`config.mk`:
```
export PLATFORM = sky130hd
export DESIGN_NAME = greedy_full_justify_layout_core
export DESIGN_NICKNAME = d
export VERILOG_FILES = /design/src/rtl/glj_pkg.sv /design/src/rtl/glj_div.sv /design/src/rtl/greedy_full_justify_layout_core.sv
export SDC_FILE = /design/constraint.sdc
export NUM_CORES = 1
export LEC_CHECK = 0
export BUFFER_PORTS_ARGS = -buffer_cell sky130_fd_sc_hd__buf_2
export CAP_MARGIN = 20
export CORE_UTILIZATION = 62
export DETAILED_ROUTE_END_ITERATION = 8
export HOLD_SLACK_MARGIN = 0.02
export PLACE_DENSITY = 0.8
export SETUP_SLACK_MARGIN = 0.3
export SLEW_MARGIN = 40
export SYNTH_ARGS = -nofsm -noshare
export SYNTH_HDL_FRONTEND = slang
export SYNTH_HIERARCHICAL = 1
export SYNTH_SLANG_ARGS = --single-unit
```
`constraint.sdc`:
```
create_clock -name clk_i -period 4.45 [get_ports clk_i]
set_input_delay 0.445 -clock clk_i [delete_from_list [all_inputs] [get_ports clk_i]]
set_output_delay 0.445 -clock clk_i [all_outputs]
set_load 0.01 [all_outputs]
```
`src/rtl/glj_pkg.sv`:
```
// Shared types and constants for the greedy full-justification layout block.
// Used by glj_div, greedy_full_justify_layout_core and glj_checker. No dependencies.

package glj_pkg;

  localparam int unsigned MAX_WIDTH = 64;
  localparam int unsigned MAX_WORDS = 32;

  localparam int unsigned LEN_W  = 7;
  localparam int unsigned REF_W  = 16;
  localparam int unsigned CNT_W  = $clog2(MAX_WORDS + 1);
  localparam int unsigned IDX_W  = $clog2(MAX_WORDS);
  localparam int unsigned STEP_W = $clog2(LEN_W + 1);

  localparam logic [LEN_W-1:0] WIDTH_RESET = LEN_W'(16);

  typedef struct packed {
    logic [LEN_W-1:0] word_len;
    logic [REF_W-1:0] word_ref;
    logic             end_of_text;
  } in_beat_t;

  typedef struct packed {
    logic [REF_W-1:0] out_ref;
    logic [LEN_W-1:0] out_len;
    logic [LEN_W-1:0] spaces_after;
    logic             line_end;
    logic             run_last;
  } out_beat_t;

  typedef struct packed {
    logic [LEN_W-1:0] len;
    logic [REF_W-1:0] tag;
  } entry_t;

  typedef struct packed {
    logic [LEN_W-1:0] spaces;
    logic             line_end;
    logic             run_last;
  } meta_t;

  typedef enum logic [2:0] {
    ST_IDLE,
    ST_DIV,
    ST_EMIT_J,
    ST_APPEND,
    ST_EMIT_L
  } state_e;

endpackage

```
`src/rtl/glj_div.sv`:
```
// Restoring divider, one quotient bit per cycle: slack / gap count.
// Depends on glj_pkg for widths.

module glj_div (
  input  logic                           clk_i,
  input  logic                           rst_ni,
  input  logic                           start_i,
  input  logic [glj_pkg::LEN_W-1:0]      dividend_i,
  input  logic [glj_pkg::IDX_W-1:0]      divisor_i,
  output logic                           busy_o,
  output logic [glj_pkg::LEN_W-1:0]      quotient_o,
  output logic [glj_pkg::IDX_W-1:0]      remainder_o
);

  logic [glj_pkg::STEP_W-1:0] step_q, step_d;
  logic [glj_pkg::LEN_W-1:0]  quo_q, quo_d;
  logic [glj_pkg::IDX_W-1:0]  rem_q, rem_d;
  logic [glj_pkg::IDX_W-1:0]  dsr_q, dsr_d;
  logic [glj_pkg::IDX_W:0]    trial;
  logic                       fits;

  assign trial = {rem_q, quo_q[glj_pkg::LEN_W-1]};
  assign fits  = trial >= {1'b0, dsr_q};

  always_comb begin
    step_d = step_q;
    quo_d  = quo_q;
    rem_d  = rem_q;
    dsr_d  = dsr_q;
    if (start_i) begin
      step_d = glj_pkg::STEP_W'(glj_pkg::LEN_W);
      quo_d  = dividend_i;
      rem_d  = '0;
      dsr_d  = divisor_i;
    end else if (step_q != '0) begin
      step_d = step_q - 1'b1;
      quo_d  = {quo_q[glj_pkg::LEN_W-2:0], fits};
      rem_d  = fits ? glj_pkg::IDX_W'(trial - {1'b0, dsr_q}) : trial[glj_pkg::IDX_W-1:0];
    end
  end

  always_ff @(posedge clk_i or negedge rst_ni) begin
    if (!rst_ni) begin
      step_q <= '0;
    end else begin
      step_q <= step_d;
    end
  end

  always_ff @(posedge clk_i) begin
    quo_q <= quo_d;
    rem_q <= rem_d;
    dsr_q <= dsr_d;
  end

  assign busy_o      = step_q != '0;
  assign quotient_o  = quo_q;
  assign remainder_o = rem_q;

endmodule

```
`src/rtl/greedy_full_justify_layout_core.sv`:
```
// Greedy full-justification line layout: top level with the line buffer memory.
// A joining word is written to the buffer in ST_APPEND; a close of n > 1 words first runs
// the divider in ST_DIV; every result then passes the buffer read and output registers;
// input stalls meanwhile. A close of a one-word line skips ST_DIV and goes to ST_EMIT_J.
// Reset clears control state and sets line_width to 16; the buffer memory is not cleared.
// Depends on glj_pkg and glj_div.

module greedy_full_justify_layout_core (
  input  logic                         clk_i,
  input  logic                         rst_ni,
  input  logic                         in_valid_i,
  output logic                         in_stall_o,
  input  glj_pkg::in_beat_t            in_data_i,
  output logic                         out_valid_o,
  input  logic                         out_stall_i,
  output glj_pkg::out_beat_t           out_data_o,
  input  logic                         cfg_we_i,
  input  logic [glj_pkg::LEN_W-1:0]    cfg_wdata_i
);

  glj_pkg::state_e state_q, state_d;

  logic [glj_pkg::CNT_W-1:0] count_q, count_m1;
  logic [glj_pkg::LEN_W-1:0] used_q, width_q, pad;
  logic [glj_pkg::IDX_W-1:0] idx_q, last_idx;
  logic                      eot_q;
  logic [glj_pkg::LEN_W-1:0] len_q;
  logic [glj_pkg::REF_W-1:0] ref_q;

  glj_pkg::entry_t mem [glj_pkg::MAX_WORDS];
  glj_pkg::entry_t rd_data_q;
  logic            rd_pend_q;
  glj_pkg::meta_t  meta_q, meta_d;

  logic               out_valid_q;
  glj_pkg::out_beat_t out_q;

  logic in_stall, in_accept, close_line, at_last, can_issue;
  logic rd_en, wr_en, div_start, div_busy;
  logic [glj_pkg::LEN_W-1:0] share;
  logic [glj_pkg::IDX_W-1:0] extra;
  logic [glj_pkg::LEN_W:0]   need;

  assign in_accept = in_valid_i && !in_stall;
  assign pad       = (used_q < width_q) ? width_q - used_q : '0;
  assign count_m1  = count_q - 1'b1;
  assign last_idx  = count_m1[glj_pkg::IDX_W-1:0];
  assign at_last   = idx_q == last_idx;
  assign can_issue = !rd_pend_q && (!out_valid_q || !out_stall_i);

  // used + 1 + len, one bit wider so an overlong word cannot wrap
  assign need = {1'b0, used_q} + (glj_pkg::LEN_W+1)'(1) + {1'b0, in_data_i.word_len};
  assign close_line = (count_q != '0) &&
                      ((need > {1'b0, width_q}) ||
                       (count_q >= glj_pkg::CNT_W'(glj_pkg::MAX_WORDS)));

  glj_div u_div (
    .clk_i       (clk_i),
    .rst_ni      (rst_ni),
    .start_i     (div_start),
    .dividend_i  (pad),
    .divisor_i   (last_idx),
    .busy_o      (div_busy),
    .quotient_o  (share),
    .remainder_o (extra)
  );

  // next state
  always_comb begin
    state_d = state_q;
    unique case (state_q)
      glj_pkg::ST_IDLE: begin
        if (in_accept) begin
          if (!close_line)              state_d = glj_pkg::ST_APPEND;
          else if (count_q == 'd1)      state_d = glj_pkg::ST_EMIT_J;
          else                          state_d = glj_pkg::ST_DIV;
        end
      end
      glj_pkg::ST_DIV: begin
        if (!div_busy) state_d = glj_pkg::ST_EMIT_J;
      end
      glj_pkg::ST_EMIT_J: begin
        if (rd_en && at_last) state_d = glj_pkg::ST_APPEND;
      end
      glj_pkg::ST_APPEND: begin
        state_d = eot_q ? glj_pkg::ST_EMIT_L : glj_pkg::ST_IDLE;
      end
      glj_pkg::ST_EMIT_L: begin
        if (rd_en && at_last) state_d = glj_pkg::ST_IDLE;
      end
      default: state_d = glj_pkg::ST_IDLE;
    endcase
  end

  // outputs
  always_comb begin
    in_stall  = 1'b1;
    div_start = 1'b0;
    rd_en     = 1'b0;
    wr_en     = 1'b0;
    meta_d    = '0;
    unique case (state_q)
      glj_pkg::ST_IDLE: begin
        in_stall  = 1'b0;
        div_start = in_accept && close_line && (count_q != 'd1);
      end
      glj_pkg::ST_DIV: begin
      end
      glj_pkg::ST_EMIT_J: begin
        rd_en = can_issue;
        if (at_last) begin
          meta_d.spaces   = (count_q == 'd1) ? pad : '0;
          meta_d.line_end = 1'b1;
          meta_d.run_last = !eot_q;
        end else begin
          meta_d.spaces = share + glj_pkg::LEN_W'(1)
                        + glj_pkg::LEN_W'(idx_q < extra);
        end
      end
      glj_pkg::ST_APPEND: begin
        wr_en = 1'b1;
      end
      glj_pkg::ST_EMIT_L: begin
        rd_en = can_issue;
        if (at_last) begin
          meta_d.spaces   = pad;
          meta_d.line_end = 1'b1;
          meta_d.run_last = 1'b1;
        end else begin
          meta_d.spaces = glj_pkg::LEN_W'(1);
        end
      end
      default: begin
      end
    endcase
  end

  always_ff @(posedge clk_i or negedge rst_ni) begin
    if (!rst_ni) begin
      state_q     <= glj_pkg::ST_IDLE;
      count_q     <= '0;
      used_q      <= '0;
      idx_q       <= '0;
      eot_q       <= 1'b0;
      width_q     <= glj_pkg::WIDTH_RESET;
      rd_pend_q   <= 1'b0;
      out_valid_q <= 1'b0;
    end else begin
      state_q   <= state_d;
      rd_pend_q <= rd_en;

      if (cfg_we_i) begin
        width_q <= (cfg_wdata_i > glj_pkg::LEN_W'(glj_pkg::MAX_WIDTH))
                 ? glj_pkg::LEN_W'(glj_pkg::MAX_WIDTH) : cfg_wdata_i;
      end

      if (in_accept) begin
        eot_q <= in_data_i.end_of_text;
        idx_q <= '0;
      end

      if (rd_en) begin
        if (at_last) begin
          idx_q   <= '0;
          count_q <= '0;
          used_q  <= '0;
        end else begin
          idx_q <= idx_q + 1'b1;
        end
      end

      if (wr_en) begin
        count_q <= count_q + 1'b1;
        used_q  <= (count_q == '0) ? len_q : used_q + glj_pkg::LEN_W'(1) + len_q;
      end

      // a read lands only when the output slot is free or being taken
      if (rd_pend_q)         out_valid_q <= 1'b1;
      else if (!out_stall_i) out_valid_q <= 1'b0;
    end
  end

  always_ff @(posedge clk_i) begin
    if (in_accept) begin
      len_q <= in_data_i.word_len;
      ref_q <= in_data_i.word_ref;
    end
    if (wr_en) mem[count_q[glj_pkg::IDX_W-1:0]] <= '{len: len_q, tag: ref_q};
    if (rd_en) begin
      rd_data_q <= mem[idx_q];
      meta_q    <= meta_d;
    end
    if (rd_pend_q) begin
      out_q.out_ref      <= rd_data_q.tag;
      out_q.out_len      <= rd_data_q.len;
      out_q.spaces_after <= meta_q.spaces;
      out_q.line_end     <= meta_q.line_end;
      out_q.run_last     <= meta_q.run_last;
    end
  end

  assign in_stall_o  = in_stall;
  assign out_valid_o = out_valid_q;
  assign out_data_o  = out_q;

endmodule

```
; ---- Word level (Yosys, flattened, before mapping)
; Memories as Yosys holds them, arrays and structs flattened. A register that Yosys moved wholly into a read port is not among the register bits.
; Cells that the tools add are included.
[word_totals]
regBits = 115
latch_bits = 0
mem_bits_rw = 736
romBits = 0
input_bits = 36
out_inout_bits = 34
word_cells = 115
memories = 1
[mem_list]
columns = memory, words, word_bits, read_ports, rd_ports_with_merged_regs, wr, line_no
row1 = mem, 32, 23, 1, 1, 1, greedy_full_justify_layout_core.sv:30  ; glj_pkg::entry_t mem [glj_pkg::MAX_WORDS];
[classes]
n_addsub = 12
multipliers = 0
n_div = 0
n_lt_le_gt_ge = 6
n_eq_ne = 12
shift = 0
n_mux = 39
bitwise = 0
n_reduce_logical = 23
[op_table]
columns = cell, n
row1 = 7-bit 2-to-1 mux, 11
row2 = 3-bit 2-to-1 mux, 7
row3 = 5-bit 2-to-1 mux, 4
row4 = 6-bit 2-to-1 mux, 3
row5 = 9-bit one-hot mux with 2 select lines, 1
row6 = 3-bit one-hot mux with 5 select lines, 1
row7 = "7-bit by 1-bit adder with 7-bit output, second input constant", 2
row8 = "7-bit by 1-bit adder with 8-bit output, second input constant", 1
row9 = 8-bit by 7-bit adder with 8-bit output, 1
row10 = 8-bit by 7-bit greater-than comparator with 1-bit output, 1
row11 = 1-bit 2-to-1 mux, 8
row12 = 2-bit 2-to-1 mux, 4
row13 = "2-bit inequality test, second input constant", 4
row14 = 2-bit nonzero test, 4
row15 = 7-bit by 1-bit adder with 7-bit output, 1
row16 = 7-bit adder, 1
row17 = "7-bit greater-than comparator, second input constant", 1
row18 = 7-bit < comparator, 1
row19 = 7-bit subtractor, 1
row20 = "6-bit by 1-bit adder with 6-bit output, second input constant", 1
row21 = "3-bit by 2-bit equality test with 1-bit output, second input constant", 2
row22 = "6-bit by 1-bit equality test with 1-bit output, second input constant", 1
row23 = 6-bit by 5-bit >= comparator with 1-bit output, 1
row24 = "6-bit >= comparator, second input constant", 1
row25 = other kinds (20), 29

; ---- Depth between registers and ports, before layout
; Gate-level depths: netlist of run 1.
[logic_depth]
word_depth = 9
mapped_depth = 20
ltp_nobuf = 19

; ---- Cells and area by module
; The synthesis of run 1 kept the hierarchy.
[modules_own_cells]
columns = module, n_inst, cells_each, area_each_um2
row1 = greedy_full_justify_layout_core, 1, 1538, 33671.0
row2 = glj_div, 1, 96, 1079.8

; ---- Worst setup path before layout of run 1
; No wires, ideal clock.
[synth_path]
path_type = input to register
startpoint = input in_data_i[17] in the netlist's numbering
endpoint = register u_div.quo_q (netlist bit u_div/quotient_o[3]) (data pin)
setup_time_ns = 0.260
arrival_time_ns = 3.919
slack_ns = 0.271
cell_stages = 19
path_cell_list = inv_1 ha_1 fa_1 nor2b_1 o21ai_0 a21boi_0 o21a_1 nor2_1 xnor2_1 ha_1 and3_1 and3_1 a32oi_1 or4_1 nand3_1 nor2_1 buf_2 clkbuf_1 mux2_2
[synth_between]
elab_chain_cells = 8
[synth_rtl]
columns = item, line_no
row1 = "start, declared", greedy_full_justify_layout_core.sv:13  ; input glj_pkg::in_beat_t in_data_i,
row2 = 8-bit by 7-bit adder with 8-bit output, greedy_full_justify_layout_core.sv:52  ; assign need = {1'b0, used_q} + (glj_pkg::LEN_W+1)'(1) + {1'b0, in_data_i.word_len};
row3 = 8-bit by 7-bit greater-than comparator with 1-bit output, greedy_full_justify_layout_core.sv:54  ; ((need > {1'b0, width_q}) ||
row4 = 1-bit logical OR, greedy_full_justify_layout_core.sv:54
row5 = 1-bit logical AND, greedy_full_justify_layout_core.sv:53  ; assign close_line = (count_q != '0) &&
row6 = 1-bit logical AND (2 in series), greedy_full_justify_layout_core.sv:105  ; div_start = in_accept && close_line && (count_q != 'd1);
row7 = 1-bit 2-to-1 mux, greedy_full_justify_layout_core.sv:102  ; unique case (state_q)
row8 = net div_start, greedy_full_justify_layout_core.sv:39  ; logic rd_en, wr_en, div_start, div_busy;
row9 = 7-bit 2-to-1 mux, glj_div.sv:30  ; if (start_i) begin
row10 = "net u_div.quo_d, one bit", glj_div.sv:16  ; logic [glj_pkg::LEN_W-1:0] quo_q, quo_d;
row11 = "end signal, assigned", glj_div.sv:51  ; quo_q <= quo_d;
row12 = "end, declared", glj_div.sv:16
; The timed path passes the listed nets, and every way through them passes these cells.
; A chain may end at the register's enable or synchronous reset.

; ---- Worst setup path in the final report of run 1
[layout_path]
startpoint = register used_q[0] in the netlist's numbering
endpoint = register u_div.rem_q (netlist bit u_div/remainder_o[4])
[layout_between]
elab_chain_cells = 8
[layout_rtl]
columns = item, line_no
row1 = "start, declared", greedy_full_justify_layout_core.sv:24  ; logic [glj_pkg::LEN_W-1:0] used_q, width_q, pad;
row2 = "start signal, assigned", greedy_full_justify_layout_core.sv:174  ; used_q <= (count_q == '0) ? len_q : used_q + glj_pkg::LEN_W'(1) + len_q;
row3 = 7-bit by 1-bit adder with 8-bit output, greedy_full_justify_layout_core.sv:52
row4 = 8-bit by 7-bit adder with 8-bit output, greedy_full_justify_layout_core.sv:52
row5 = 8-bit by 7-bit greater-than comparator with 1-bit output, greedy_full_justify_layout_core.sv:54
row6 = 1-bit logical OR, greedy_full_justify_layout_core.sv:54
row7 = 1-bit logical AND, greedy_full_justify_layout_core.sv:53
row8 = 1-bit logical AND (2 in series), greedy_full_justify_layout_core.sv:105
row9 = 1-bit 2-to-1 mux, greedy_full_justify_layout_core.sv:102
row10 = net div_start, greedy_full_justify_layout_core.sv:39
row11 = "end signal, assigned", glj_div.sv:52  ; rem_q <= rem_d;
row12 = "end, declared", glj_div.sv:17  ; logic [glj_pkg::IDX_W-1:0] rem_q, rem_d;
; The timed path passes the listed nets, and every way through them passes these cells.

==> impl_metrics.csv, run 1 <==
group,metric,value,unit
run_status,status,"finished clean",
timing,post-route-period-util,0.881,
setup_path,cpMostUsedCell,"ha_1",
grt,grt_pass1_vias,17814,
timing,finalSetupViolCount,0,
floorplanning,die_x,239,microns
synth,yosysSeqAreaShare,0.749,
setup_path,crit_type,"register to register",
clock_network,cts-root-buf,"clkbuf_16",
synth,yosysWarnings,6,
detailed_routing,postRouteAntennaNets,0,
setup_path,crit_path_start,"used_q[0]$_DFFE_PN0P_",
setup_path,cp.arrival,4470,ps
synth,synth_seq_cells,874,
grt,grt-ovfl-total,0,
floorplanning,die-height,239,microns
synth,synthCells,1634,
detailed_routing,drt-initial-drc-count,2179,
pwr,max-vdd-ir-drop,0.321,mV
clock_network,ctsLongestPathBuffers,3,
setup_path,worst-r2r-cell-count,19,
synth,synthesis.nets,1720,
grt,grt_max_degree,91,
setup_path,cp_num_buf_inv,2,
timing,min_period,3920,ps
place,port_buffers,69,
layout,layout_commonest_cell,"edfxtp_1",
setup_path,critPathMaxStageDelay,460,ps
detailed_routing,drc,0,
timing,fin_ws,530,ps
setup_path,crit_path_end_kind,"register",
clock_network,cts_tree,"done",
setup_path,cp_max_fo,10,
clock_network,cts_sinks,874,
setup_path,cp.required,5000,ps
layout,layout-drive-gt1-share,0.310,
grt,grt_usage,0.294,
clock_network,cts_buffers,85,
grt,antenna_found_initial,3,
pwr,p_leak,0.0128,uW
timing,finClkSkew,18.7,ps
layout,final_cells,2637,
hold_path,worstHoldStart,"in_data_i[0]",
setup_path,start_kind,"register",
floorplanning,ioPinCount,70,
layout,layout_common_cells,"edfxtp_1, mux4_2, clkbuf_16",
place,dp_cells,2453,
setup_path,r2r_end,"u_div/remainder_o[4]$_SDFFE_PP0P_",
floorplanning,dieArea,57000,sq um
pwr,finalPower,22100,uW
hold_path,min_path_cells,2,
synth,syn_area_per_cell,21.3,sq um
setup_path,r2r-start,"used_q[0]$_DFFE_PN0P_",
floorplanning,core_region_area,55200,sq um
floorplanning,start_util,0.630,
place,gp_congestion,0.820,
timing,maxSlewViolCount,0,
synth,syn_area,34800,sq um
setup_path,crit_chain,"inv_1, ha_1, fa_2, nor2b_1, o21ai_0, a21boi_1, o21a_1, nor2_1, xnor2_1, ha_1, and3_4, a221oi_4, a32oi_2, or4_4, nand3_4, nor2_4, buf_4, a211o_1, o22ai_1",
synth,synth_edf_count,835,
place,hpwl,45400,microns
place,dp_slack,-44.9,ps
synth,ys_types,67,
setup_path,cp_top_family,"compound AO/OA/AOI/OAI gates",
detailed_routing,routed_wl,80400,microns
detailed_routing,detail_route.wl_per_cell,30.5,microns
setup_path,worst_path_max_delay_cell,"or4_4",
synth,synth_flop_cell,"edfxtp_1",
synth,synthArstFlopShare,0.0389,
clock_network,path_clk_slew,60,ps
clock_network,clock_latency,630,ps
floorplanning,num_rows,86,
setup_path,rrSetupSlack,530,ps
detailed_routing,first_pass_iters,5,
timing,relSlewSlack,0.438,
timing,rsz0062_at_grt,"no",
hold_path,hold_path_class,"input port to register",
clock_network,h-tree-depth,3,
timing,fmax,0.255,GHz
grt,grt_pass1_wl,117000,microns
pwr,powerDensity,558,nW/um^2
detailed_routing,viasPerCell,6.59,
timing,max_slew.worst_pin.slew,843,ps
flow_run,maxCapViolations,0,
timing,hold_viol_final,0,
detailed_routing,dr_total_vias,17375,
hold_path,whs_endpoint,"eot_q$_DFFE_PN0P_",
layout,n_antenna_cell,0,
layout,layout.nets,1917,
layout,area_growth,13.9,%
==> cell type report <==
cell class                      count  area [sq um]
Clock buffer                      105          2220
Clock inverter                     40           309
Fill cell                        3069         15600
Inverter                           48           180
Multi-Input combinational cell    640          8380
Sequential cell                   874         26000
Tap cell                          748           936
Timing Repair Buffer              182          1510
==> layer usage <==
layer	track usage	wire, microns
met5	0	0
met4	0.118	3370
met3	0.0627	7510
met2	0.470	39600
met1	0.400	29900
==> cells in the mapped netlist (4+ instances only) <==
library cell,count,area share
a211o_1,5,0.0013
a211oi_1,4,0.00086
a21o_1,8,0.0017
a21oi_1,16,0.0023
and3_1,5,0.00090
buf_2,11,0.0016
buf_4,11,0.0024
clkbuf_1,45,0.0049
dfrtp_1,33,0.024
dfxtp_1,5,0.0029
edfxtp_1,835,0.72
fa_1,4,0.0023
ha_1,46,0.017
inv_1,47,0.0051
mux2_2,33,0.011
mux2i_1,4,0.0012
mux4_2,230,0.15
nand2_1,34,0.0037
nand2b_1,15,0.0027
nand3_1,9,0.0013
nand3b_1,13,0.0028
nand4_1,5,0.00090
nor2_1,63,0.0068
nor2b_1,10,0.0018
nor3_1,5,0.00072
nor3b_1,7,0.0015
o211ai_1,4,0.00086
o21a_1,5,0.0011
o21ai_0,37,0.0053
o22ai_1,5,0.00090
o31ai_1,4,0.00086
xnor2_1,13,0.0033
xor2_1,12,0.0030
==> sequential cells by signal, indices dropped and copies added (netlist names), 6 cells and up <==
signal	count
len_q	7
meta_q	9
width_q	7
used_q	7
count_q	6
mem	736
ref_q	16
u_div/quotient_o	7
rd_data_q	23
out_data_o	32
==> worst max path at each step <==
stage | end | depth (start not counted)
2_1_floorplan | u_div/quotient_o[3]$_DFFE_PP_ | 19
3_3_place_gp | u_div/remainder_o[2]$_SDFFE_PP0P_ | 21
3_5_place_dp | u_div/quotient_o[2]$_DFFE_PP_ | 18
4_1_cts | u_div/remainder_o[2]$_SDFFE_PP0P_ | 20
5_1_grt | u_div/remainder_o[4]$_SDFFE_PP0P_ | 19
6_report | u_div/remainder_o[4]$_SDFFE_PP0P_ | 19
==> cell families (layout without fill, tap and decap cells) <==
group | after synthesis | after routing | synth area share
compound gates | 112 | 112 | 0.0212
xor+xnor | 27 | 27 | 0.00760
fa+ha+maj | 50 | 50 | 0.0189
buf+inv | 120 | 375 | 0.0150
flops | 874 | 874 | 0.749
mux | 267 | 267 | 0.161
simple gates | 184 | 184 | 0.0274
==> metrics by stage <==
step | hold slack (ps) | area (sq um) | util | setup TNS [ps]
2_1_floorplan | 149 | 34800 | - | 0
3_3_place_gp | 401 | 36400 | 0.660 | 0
3_5_place_dp | 405 | 36600 | 0.662 | -345
4_1_cts | 39.0 | 39300 | 0.712 | 0
5_1_grt | 44.1 | 39600 | 0.717 | 0
6_report | 58.6 | 39600 | 0.717 | 0
==> timing repair <==
action                     4_1_cts  5_1_grt
hold buffers                    21        0
pin swaps                        1        4
resized for setup                5        7
buffers inserted                 0        2
hold endpoints to repair        53        0
setup endpoints to repair       21       27
cloned                           0        0
==> where the power goes <==
group          internal [uW]  leakage [uW]  switching [uW]
logic                   2490       0.00356            2670
clock network           3770       0.00123            2940
registers               9720       0.00799             507
Note: power is estimated with default switching activity, not from simulation.
==> inputs of run 2 (changes only) <==
--- a/config.mk
+++ b/config.mk
@@ -10,7 +10,7 @@
 export CORE_UTILIZATION = 62
 export DETAILED_ROUTE_END_ITERATION = 8
 export HOLD_SLACK_MARGIN = 0.02
-export PLACE_DENSITY = 0.8
+export PLACE_DENSITY = 0.75
 export SETUP_SLACK_MARGIN = 0.3
 export SLEW_MARGIN = 40
 export SYNTH_ARGS = -nofsm -noshare
==> run 2 against run 1 <==
Against the previous run:
- die area did not move
- non-clock buffer count up 2
- first-iteration DRC count decreased by 4.5%
- combinational power about the same
- flip-flop and latch count unchanged
- critical endpoint is now u_div/remainder_o[2]$_SDFFE_PP0P_
- largest cell class unchanged
- highest routed layer is now met5
==> impl_metrics.csv, run 2 (synthesis results as in run 1) <==
group,metric,value,unit
grt,grt_max_degree,106,
run_status,status,"finished clean",
place,gp_congestion,0.847,
setup_path,cp.arrival,4420,ps
timing,fmax,0.259,GHz
floorplanning,start_util,0.630,
clock_network,cts_tree,"done",
hold_path,hold_path_class,"input port to register",
setup_path,crit_path_start,"in_data_i[17]",
clock_network,h-tree-depth,3,
detailed_routing,drt-initial-drc-count,2080,
layout,area_growth,15.2,%
floorplanning,dieArea,57000,sq um
clock_network,ctsLongestPathBuffers,3,
clock_network,path_clk_slew,60,ps
setup_path,start_kind,"input port",
flow_run,maxCapViolations,0,
place,dp_slack,49.5,ps
setup_path,crit_path_end_kind,"register",
clock_network,cts-root-buf,"clkbuf_16",
timing,hold_viol_final,0,
timing,setup_tns,0,ps
timing,min_period,3850,ps
layout,n_antenna_cell,0,
setup_path,worst_path_max_delay_cell,"dlygate4sd3_1",
grt,grt_usage,0.294,
layout,layout_commonest_cell,"edfxtp_1",
clock_network,cts_sinks,874,
hold_path,worstHoldStart,"in_data_i[18]",
setup_path,crit_chain,"dlygate4sd3_1, buf_2, inv_1, ha_1, fa_2, nor2b_1, o21ai_1, a21boi_1, o21a_1, nor2_1, xnor2_1, ha_1, and3_4, a221oi_2, a32oi_1, or4_4, nand3_4, nor2_4, buf_6, nor3_1, nand3_1, o211ai_1",
detailed_routing,detail_route.wl_per_cell,30.5,microns
clock_network,cts_buffers,85,
detailed_routing,routed_wl,80800,microns
place,port_buffers,69,
setup_path,cp_num_buf_inv,4,
pwr,finalPower,22800,uW
pwr,power_frac_seq,0.446,
timing,post-route-period-util,0.866,
timing,maxSlewViolCount,0,
timing,fin_ws,595,ps
detailed_routing,postRouteAntennaNets,0,
floorplanning,core_region_area,55200,sq um
pwr,powerDensity,569,nW/um^2
pwr,p_leak,0.0130,uW
pwr,combPwrFrac,0.228,
timing,finClkSkew,35.5,ps
floorplanning,die-height,239,microns
detailed_routing,drc,0,
setup_path,cp_max_fo,10,
setup_path,critPathMaxStageDelay,520,ps
grt,grt_pass1_wl,117000,microns
timing,whs,42.7,ps
grt,antenna_found_initial,2,
layout,layout_common_cells,"edfxtp_1, mux4_2, clkbuf_16",
layout,layout.nets,1919,
setup_path,r2r-start,"used_q[0]$_DFFE_PN0P_",
layout,layout-drive-gt1-share,0.318,
setup_path,cpMostUsedCell,"ha_1",
grt,grt_pass1_vias,17520,
timing,rsz0062_at_grt,"no",
pwr,p_sw_frac,0.274,
setup_path,cp.required,5010,ps
pwr,power.switching,6240,uW
floorplanning,ioPinCount,70,
timing,relSlewSlack,0.431,
setup_path,cp_top_family,"simple AND/OR/NAND/NOR gates",
pwr,intPower,16500,uW
clock_network,clock_latency,660,ps
grt,grt-ovfl-total,0,
pwr,p_clk_frac,0.327,
detailed_routing,viasPerCell,6.48,
detailed_routing,first_pass_iters,5,
layout,largest_reg_flops,736,
pwr,max-vdd-ir-drop,0.450,mV
detailed_routing,dr_total_vias,17201,
floorplanning,die_x,239,microns
floorplanning,num_rows,86,
timing,max_slew.worst_pin.slew,852,ps
timing,finalSetupViolCount,0,
layout,nFillCells,3076,
setup_path,crit_type,"input port to register",
place,hpwl,45500,microns
[run 2: metrics by stage]
step | util | std cells | area, sq um
detailed placement | 0.664 | 2456 | 36700
floorplan | - | 1634 | 34800
global placement | 0.661 | 2447 | 36500
global route | 0.725 | 2653 | 40000
CTS | 0.721 | 2636 | 39800
finish | 0.725 | 2653 | 40000
[run 2: final timing paths]
kind                       cells past startpoint  slack, ps                           endpoint
max in group asynchronous                      3       3620             width_q[4]$_DFFE_PN1P_
min in group asynchronous                      2        260               idx_q[4]$_DFFE_PN0P_
setup / recovery                              22        600  u_div/remainder_o[2]$_SDFFE_PP0P_
hold / removal                                 1         40                 len_q[1]$_DFFE_PP_
hold reg to reg                                0        420            out_data_o[3]$_DFFE_PP_
setup reg to reg                              20        610  u_div/remainder_o[2]$_SDFFE_PP0P_
[run 2: power by group through the flow]
stage	sequential (uW)	combinational, uW	clock [uW]
after global routing	10200	5580	7810
after floorplan	10200	3630	0
after CTS	10200	4970	7510
after detailed placement	10400	4890	0
final	10200	5190	7440
after global placement	10400	4670	0
[run 2: cell type report]
class	count	area [sq um]	area share
well taps	748	936	0.0234
flip-flops and latches	874	26000	0.651
multi-input cells	640	8360	0.209
clock buffers	111	2340	0.0584
repair buffers	184	1620	0.0404
inverters	48	180	0.00450
clock inverters	48	554	0.0138
[run 2: timing repair]
| item | 4_1_cts | 5_1_grt |
|---|---|---|
| hold endpoints to repair | 32 | 0 |
| gates resized for setup | 3 | 8 |
| pin swaps | 0 | 4 |
| endpoints found under the setup margin | 15 | 27 |
| hold buffers | 21 | 0 |
| buffers inserted | 0 | 2 |
[run 2: layer usage]
layer,GRT usage,vias up,share of wire
met5,0,-,0.00036
met4,0.0998,4,0.027
met3,0.0663,142,0.10
met2,0.466,943,0.49
met1,0.410,8954,0.38
li1,-,7158,-
